===== src/hdl/rsst_pkg.sv =====
// ----------------------------------------------------------------------------
// rsst_pkg: shared types and constants for the range-sum segment tree
// Field widths, item kind codes and the sequencer state type.
// ----------------------------------------------------------------------------
package rsst_pkg;

  localparam int DATA_W = 32;
  localparam int IDX_W  = 10;
  localparam int CNT_W  = 11;

  // Item kind codes
  localparam logic KIND_SET = 1'b0;
  localparam logic KIND_SUM = 1'b1;

  typedef logic [DATA_W-1:0] data_t;

  typedef enum logic [2:0] {
    ST_CLEAR,
    ST_IDLE,
    ST_SET_RD,
    ST_SET_UPD,
    ST_SUM_L,
    ST_SUM_R,
    ST_SUM_OUT
  } state_t;

endpackage


===== src/hdl/rsst_addsub.sv =====
// ----------------------------------------------------------------------------
// rsst_addsub: shared 32-bit adder/subtractor
// Computes a + b or a - b, wrapping modulo 2^32.
// ----------------------------------------------------------------------------
module rsst_addsub (
  input  rsst_pkg::data_t a,
  input  rsst_pkg::data_t b,
  input  logic            sub,
  output rsst_pkg::data_t y
);

  rsst_pkg::data_t b_inv;

  // Invert b and carry in one for subtraction
  assign b_inv = sub ? ~b : b;
  assign y     = a + b_inv + rsst_pkg::data_t'(sub);

endmodule


===== config.mk =====
export PLATFORM = sky130hd
export DESIGN_NAME = rsst_addsub
export DESIGN_NICKNAME = d
export VERILOG_FILES = /design/src/hdl/rsst_pkg.sv /design/src/hdl/rsst_addsub.sv
export SDC_FILE = /design/constraint.sdc
export NUM_CORES = 1
export LEC_CHECK = 0
export BUFFER_PORTS_ARGS = -buffer_cell sky130_fd_sc_hd__buf_2
export CAP_MARGIN = 25
export CORE_ASPECT_RATIO = 1.5
export CORE_MARGIN = 4
export CORE_UTILIZATION = 40
export DETAILED_ROUTE_END_ITERATION = 10
export PLACE_DENSITY = 0.7
export SYNTH_ARGS = -nofsm -noshare
export SYNTH_HDL_FRONTEND = slang
export SYNTH_SLANG_ARGS = --single-unit

===== constraint.sdc =====
create_clock -name vclk -period 3.2
set_clock_uncertainty 0.05 [all_clocks]
set_input_delay 0.48 -clock vclk [all_inputs]
set_output_delay 0.48 -clock vclk [all_outputs]
set_load 0.005 [all_outputs]

==> results of run 1 <==
cell families (layout without fill, tap and decap cells):
family	Yosys count	in the layout	synth area share, %
fa+ha+maj	34	34	18.5
simple gates	107	107	21.4
buf+inv	23	198	4.32
xor+xnor	59	59	22.0
mux	2	2	1.39
compound gates	104	104	32.4
cell type report:
class                           instances  area (um2)
Fill cell                             443        1580
Inverter                               12        45.0
Tap cell                               70        87.6
Timing Repair Buffer                  186        1230
Multi-Input combinational cell        306        2630
synthesized netlist by cell type, types with 2 or more instances:
| library cell | count |
|---|---|
| sky130_fd_sc_hd__nand2_1 | 39 |
| sky130_fd_sc_hd__xor2_1 | 39 |
| sky130_fd_sc_hd__ha_1 | 33 |
| sky130_fd_sc_hd__a21oi_1 | 29 |
| sky130_fd_sc_hd__nor2_1 | 26 |
| sky130_fd_sc_hd__xnor2_1 | 20 |
| sky130_fd_sc_hd__o21ai_0 | 19 |
| sky130_fd_sc_hd__inv_1 | 12 |
| sky130_fd_sc_hd__nand3_1 | 8 |
| sky130_fd_sc_hd__nor3_1 | 8 |
| sky130_fd_sc_hd__clkbuf_1 | 6 |
| sky130_fd_sc_hd__nand4_1 | 6 |
| sky130_fd_sc_hd__a211oi_1 | 5 |
| sky130_fd_sc_hd__a21o_1 | 5 |
| sky130_fd_sc_hd__a31oi_1 | 5 |
| sky130_fd_sc_hd__nor2b_1 | 5 |
| sky130_fd_sc_hd__o211ai_1 | 5 |
| sky130_fd_sc_hd__a21oi_2 | 4 |
| sky130_fd_sc_hd__o21bai_1 | 4 |
| sky130_fd_sc_hd__a41o_1 | 3 |
| sky130_fd_sc_hd__nand2b_1 | 3 |
| sky130_fd_sc_hd__o21a_1 | 3 |
| sky130_fd_sc_hd__o31ai_1 | 3 |
| sky130_fd_sc_hd__a2111oi_0 | 2 |
| sky130_fd_sc_hd__and3_1 | 2 |
| sky130_fd_sc_hd__buf_2 | 2 |
| sky130_fd_sc_hd__nor3_2 | 2 |
| sky130_fd_sc_hd__or4_1 | 2 |
stage by stage:
stage	total power, mW	worst slack [ns]	cell area, um2	setup TNS, ns
floorplan	0.597	0.0625	2350	0
global placement	1.04	-0.191	3440	-1.39
CTS	1.14	-0.0379	3690	-0.0851
finish	1.26	-0.0318	3990	-0.141
global route	1.37	-0.146	3990	-1.34
detailed placement	1.05	-0.161	3440	-1.68
worst min-delay path by stage:
stage / start / depth (start not counted) / endpoint / slack (ns)
3_5_place_dp: a[0] / 3 / y[0] / 1.21
4_1_cts: a[0] / 3 / y[0] / 1.21
5_1_grt: a[0] / 3 / y[0] / 1.24
6_report: a[0] / 3 / y[0] / 1.22
2_1_floorplan: b[0] / 1 / y[0] / 0.96
3_3_place_gp: a[0] / 3 / y[0] / 1.21
worst max-delay path, cell delays in order:
cell,delay [ns]
sky130_fd_sc_hd__buf_12,0.12
sky130_fd_sc_hd__buf_12,0.14
sky130_fd_sc_hd__xor2_1,0.14
sky130_fd_sc_hd__ha_2,0.40
sky130_fd_sc_hd__a21oi_4,0.08
sky130_fd_sc_hd__and2b_2,0.23
sky130_fd_sc_hd__a21o_4,0.25
sky130_fd_sc_hd__a2111oi_4,0.36
sky130_fd_sc_hd__buf_4,0.18
sky130_fd_sc_hd__nor2_2,0.03
sky130_fd_sc_hd__xnor2_1,0.13
sky130_fd_sc_hd__buf_2,0.14
repair_timing:
action / CTS / global route
gates cloned: 1 / 0
pin swaps: 27 / 42
buffers inserted: 7 / 7
gates resized for setup: 41 / 51
endpoints found under the setup margin: 19 / 20
layer usage:
metal	vias to the layer above	global-route usage (%)	share of wire [%]
met1	1446	21.8	35
met3	18	2.58	5.3
li1	1549	-	-
met4	0	3.04	2.1
met5	-	0	0
met2	107	46.8	57
where the power goes:
| group | leakage, nW | total (mW) | switching (mW) | internal, mW |
|---|---|---|---|---|
| clock | 0 | 0 | 0 | 0 |
| combinational | 1.89 | 1.26 | 0.634 | 0.630 |
| sequential | 0 | 0 | 0 | 0 |
| total | 1.89 | 1.26 | 0.634 | 0.630 |
==> Implementation_results.wiki, run 1 <==
{| class="wikitable"
! Metric !! Value
|-
| Outcome || finished, violations left
|-
| Failing checks || setup timing
|-
| Wirelength, routed || a little under 9000 um
|-
| Post-detailed-route count of antenna-violating nets || 0
|-
| Final weighted congestion in routability-driven placement || between 0.8 and 0.9
|-
| Initial Util || 42.1%
|-
| Via Count || 3120
|-
| Sequential cell area || 0 um2
|-
| Number of nets in the synthesized netlist || approximately 430
|-
| Final worst-path cycle share || 101%
|-
| Synthesized instance count || between 300 and 400
|-
| End of the critical path || y[22]
|-
| Transition time of the tightest slew-check pin || between 0.4 and 0.5 ns
|-
| Final routed DRC violation total || 0
|-
| Std cell rows || 33
|-
| Share of synthesized area occupied by flip-flops and latches || 0%
|-
| Post-layout min period || about 3.2 ns
|-
| Setup repair after global routing missed its margin || true
|-
| End-of-flow core utilization || between 70% and 80%
|-
| DR vias/cell || about 5.4
|-
| Share of Yosys cell area claimed by the top area cell type || around 18%
|-
| PD cells || approximately 320 nW/um2
|-
| Data arrival time at the worst-slack endpoint || about 2.7 ns
|-
| Largest fanout of any net on the critical path || 8
|-
| Worst path required time || roughly 2.7 ns
|-
| Setup crit start || sub
|-
| Max-cap viol count || 0
|-
| Die Width || 70.5 um
|-
| Clock buffer count in the final layout || 0
|-
| Largest voltage drop on the vdd net || roughly 190 uV
|-
| First drt pass iteration count || 4
|-
| Placeable core region || about 5600 um2
|-
| Commonest cells after routing, fill and taps aside || sky130_fd_sc_hd__buf_2, sky130_fd_sc_hd__buf_4, sky130_fd_sc_hd__nand2_1, sky130_fd_sc_hd__xor2_1, sky130_fd_sc_hd__ha_1
|-
| Netlist cell types || 57
|-
| Max Freq || roughly 0.31 GHz
|-
| Mapped Avg Cell Area || ~7.1 um2
|-
| Wire length of the first global-routing pass || ~13000 um
|-
| Number of sequential storage elements || 0
|-
| Commonest non-fill, non-tap cell in the layout || sky130_fd_sc_hd__buf_2
|-
| Start-to-end type of the worst setup path || in2out
|-
| Count of boundary I/O pins || 97
|-
| Area of the die || between 7000 and 8000 um2
|-
| Classification of the worst-slack hold path || in2out
|-
| Number of hold buffers added after CTS || 0
|-
| Number of hold-slack violations in the final timing report || 0
|-
| Area delta synth->final || 70.2%
|-
| Max Transition Viols Final || 0
|-
| Grt total ovfl || 0
|-
| Largest net degree at the start of global routing || 14
|-
| Wire per inst || approximately 15 um
|-
| Diodes inserted || 0
|-
| Post-Route Hold Slack || roughly 1.2 ns
|-
| Setup-violating endpoint count in the final report || 11
|-
| Net count, final || 605
|-
| Post-layout worst setup margin || -0.0318 ns
|-
| Port Buffers || a little under 100
|-
| Via count of the first global-routing pass || just over 3000
|-
| Number of warnings reported in the yosys synthesis log || 0
|-
| Synth area leaders || sky130_fd_sc_hd__ha_1, sky130_fd_sc_hd__xor2_1, sky130_fd_sc_hd__xnor2_1, sky130_fd_sc_hd__nand2_1, sky130_fd_sc_hd__a21oi_1
|-
| Number of antenna violations at the first check in global routing || 0
|-
| Share of final-layout standard cells stronger than drive strength 1 || about half
|-
| Aggregate global-route resource usage || around 22%
|-
| First DRT Iteration DRCs || 118
|-
| Detailed-placement wirelength estimate || roughly 6600 um
|-
| Type of destination of the critical path || output port
|-
| Fin cells || ~570
|-
| Die H || between 100 and 150 um
|-
| Cell type with the largest total area after synthesis || sky130_fd_sc_hd__ha_1
|-
| Number of cells after detailed placement || 560
|-
| Leak Pwr || between 1.5 and 2 nW
|-
| Startpoint types || primary input
|-
| Slew Limit Headroom || 70.5%
|-
| Combined area of all synthesized cells || between 2000 and 2500 um2
|}
Power figures use the tool's default switching activity.
==> run 2, diff against run 1 <==
MAX_ROUTING_LAYER = met4   (was unset)
==> run 2 against run 1 <==
The flow still finishes with violations (setup timing). Non-clock buffer count shrank 1. Critical path depth is the same. Count of clock-buffer cells in the layout is the same. Global-route usage grew 0.91 points. Via count grew 0.83%. Routed wire length shrank 0.56%. Utilization shrank 0.74 points.
==> Implementation_results.wiki, run 2 (synthesized netlist as in run 1, its figures left out) <==
{| class="wikitable"
! Metric !! Value
|-
| Largest voltage drop on the vdd net || 184 uV (was 194 uV)
|-
| Commonest non-fill, non-tap cell in the layout || sky130_fd_sc_hd__buf_2 (unchanged)
|-
| Setup-violating endpoint count in the final report || 7 (was 11)
|-
| Max Transition Viols Final || 0 (unchanged)
|-
| Post-detailed-route count of antenna-violating nets || 0 (unchanged)
|-
| Count of boundary I/O pins || 97 (unchanged)
|-
| Largest fanout of any net on the critical path || 8 (unchanged)
|-
| Type of destination of the critical path || output port (unchanged)
|-
| First DRT Iteration DRCs || 96 (was 118)
|-
| Std cell rows || 33 (unchanged)
|-
| Via Count || 3146 (was 3120)
|-
| Number of hold buffers added after CTS || 0 (unchanged)
|-
| Max Freq || 0.310 GHz (was 0.309 GHz)
|-
| Fin cells || 573 (was 574)
|-
| Sequential cell area || 0 um2 (unchanged)
|-
| Final worst-path cycle share || 101% (about the same)
|-
| PD cells || 316 nW/um2 (about the same)
|-
| Top Metal Used || met4 (unchanged)
|-
| Diodes inserted || 0 (unchanged)
|-
| End-of-flow core utilization || 70.9% (was 71.6%)
|-
| Transition time of the tightest slew-check pin || 0.420 ns (was 0.438 ns)
|-
| Start-to-end type of the worst setup path || in2out (unchanged)
|-
| Max-cap viol count || 0 (unchanged)
|-
| Net count, final || 604 (was 605)
|-
| Dpl cell area || 3440 um2 (unchanged)
|-
| Grt total ovfl || 0 (unchanged)
|-
| Met2 routed wirelength || 4740 um (was 4970 um)
|-
| Post-Route Setup TNS || -0.103 ns (was -0.141 ns)
|-
| Number of antenna violations at the first check in global routing || 0 (unchanged)
|-
| Share of final-layout standard cells stronger than drive strength 1 || 49.7% (was 51.0%)
|-
| Startpoint types || primary input (unchanged)
|-
| Post-layout min period || 3.23 ns (about the same)
|-
| Final routed DRC violation total || 0 (unchanged)
|-
| Area of the die || 7180 um2 (unchanged)
|-
| Failing checks || setup timing (unchanged)
|-
| Final weighted congestion in routability-driven placement || 0.948 (was 0.893)
|-
| Outcome || finished, violations left (unchanged)
|-
| Data arrival time at the worst-slack endpoint || 2.70 ns (about the same)
|-
| Setup repair after global routing missed its margin || true (unchanged)
|-
| Wire per inst || 15.1 um (about the same)
|-
| Classification of the worst-slack hold path || in2out (unchanged)
|-
| Commonest cells after routing, fill and taps aside || sky130_fd_sc_hd__buf_2, sky130_fd_sc_hd__buf_4, sky130_fd_sc_hd__nand2_1, sky130_fd_sc_hd__xor2_1, sky130_fd_sc_hd__ha_1 (unchanged)
|-
| Area delta synth->final || 68.5% (was 70.2%)
|-
| Via count of the first global-routing pass || 3126 (was 3104)
|-
| First drt pass iteration count || 4 (unchanged)
|-
| Number of sequential storage elements || 0 (unchanged)
|-
| Aggregate global-route resource usage || 22.5% (was 21.6%)
|-
| Initial Util || 42.1% (unchanged)
|-
| Slew Limit Headroom || 71.9% (was 70.5%)
|-
| Post-Route Hold Slack || 1.22 ns (about the same)
|-
| Wire length of the first global-routing pass || 13200 um (about the same)
|-
| Leak Pwr || 1.86 nW (was 1.89 nW)
|-
| Post-layout worst setup margin || -0.0275 ns (was -0.0318 ns)
|-
| Worst path required time || 2.67 ns (about the same)
|-
| Largest net degree at the start of global routing || 14 (unchanged)
|-
| Total chip power || 1.25 mW (was 1.26 mW)
|-
| Wirelength, routed || 8640 um (was 8690 um)
|-
| M1 wire length || 3080 um (about the same)
|-
| Number of hold-slack violations in the final timing report || 0 (unchanged)
|-
| DR vias/cell || 5.49 (was 5.44)
|-
| Detailed-placement wirelength estimate || 6710 um (was 6630 um)
|-
| Number of cells after detailed placement || 560 (unchanged)
|-
| Worst setup timing slack at the placement stage || -0.189 ns (was -0.161 ns)
|-
| Number of fill cells || 427 (was 443)
|-
| Placeable core region || 5570 um2 (unchanged)
|-
| Layout Cell Area excl Fill || 3950 um2 (was 3990 um2)
|-
| Die H || 102 um (unchanged)
|-
| Routed length on met3 || 450 um (was 458 um)
|-
| Clock buffer count in the final layout || 0 (unchanged)
|-
| Port Buffers || 97 (unchanged)
|-
| Die Width || 70.5 um (unchanged)
|}
## run 2: final timing paths
kind | start | endpoint | slack [ns] | cells after the start
hold / removal | a[0] | y[0] | 1.22 | 3
setup / recovery | sub | y[15] | -0.03 | 12
## run 2: what timing repair did
action / CTS / global route
pin swaps: 31 / 31
resized for setup: 38 / 43
buffers inserted: 11 / 1
endpoints found under the setup margin: 20 / 19
gates cloned: 1 / 0
## run 2: where the power goes
| group | internal, mW | leakage (nW) | total, mW | switching, mW |
|---|---|---|---|---|
| Clock | 0 | 0 | 0 | 0 |
| Combinational | 0.621 | 1.86 | 1.25 | 0.630 |
| Sequential | 0 | 0 | 0 | 0 |
## run 2: per-layer routing
metal  track usage, %  up-vias
li1                 -     1552
met1             22.8     1429
met2             45.2      128
met3             1.89       37
met4             6.37        0
met5                -        -
## run 2: final cells by class
class | instances | area (um2) | area share (%)
Inverter | 12 | 45.0 | 1.14
Tap cell | 70 | 87.6 | 2.22
Timing Repair Buffer | 185 | 1200 | 30.5
Multi-Input combinational cell | 306 | 2620 | 66.2
## run 2: critical path, cell delays in order
cell and delay [ns]:
sky130_fd_sc_hd__buf_12 0.12, sky130_fd_sc_hd__buf_12 0.14, sky130_fd_sc_hd__xor2_1 0.14, sky130_fd_sc_hd__ha_1 0.32, sky130_fd_sc_hd__a21oi_2 0.19, sky130_fd_sc_hd__buf_4 0.15
sky130_fd_sc_hd__o221ai_4 0.14, sky130_fd_sc_hd__o311ai_2 0.35, sky130_fd_sc_hd__a21oi_1 0.16, sky130_fd_sc_hd__o21ai_1 0.19, sky130_fd_sc_hd__xnor2_1 0.16, sky130_fd_sc_hd__buf_2 0.15
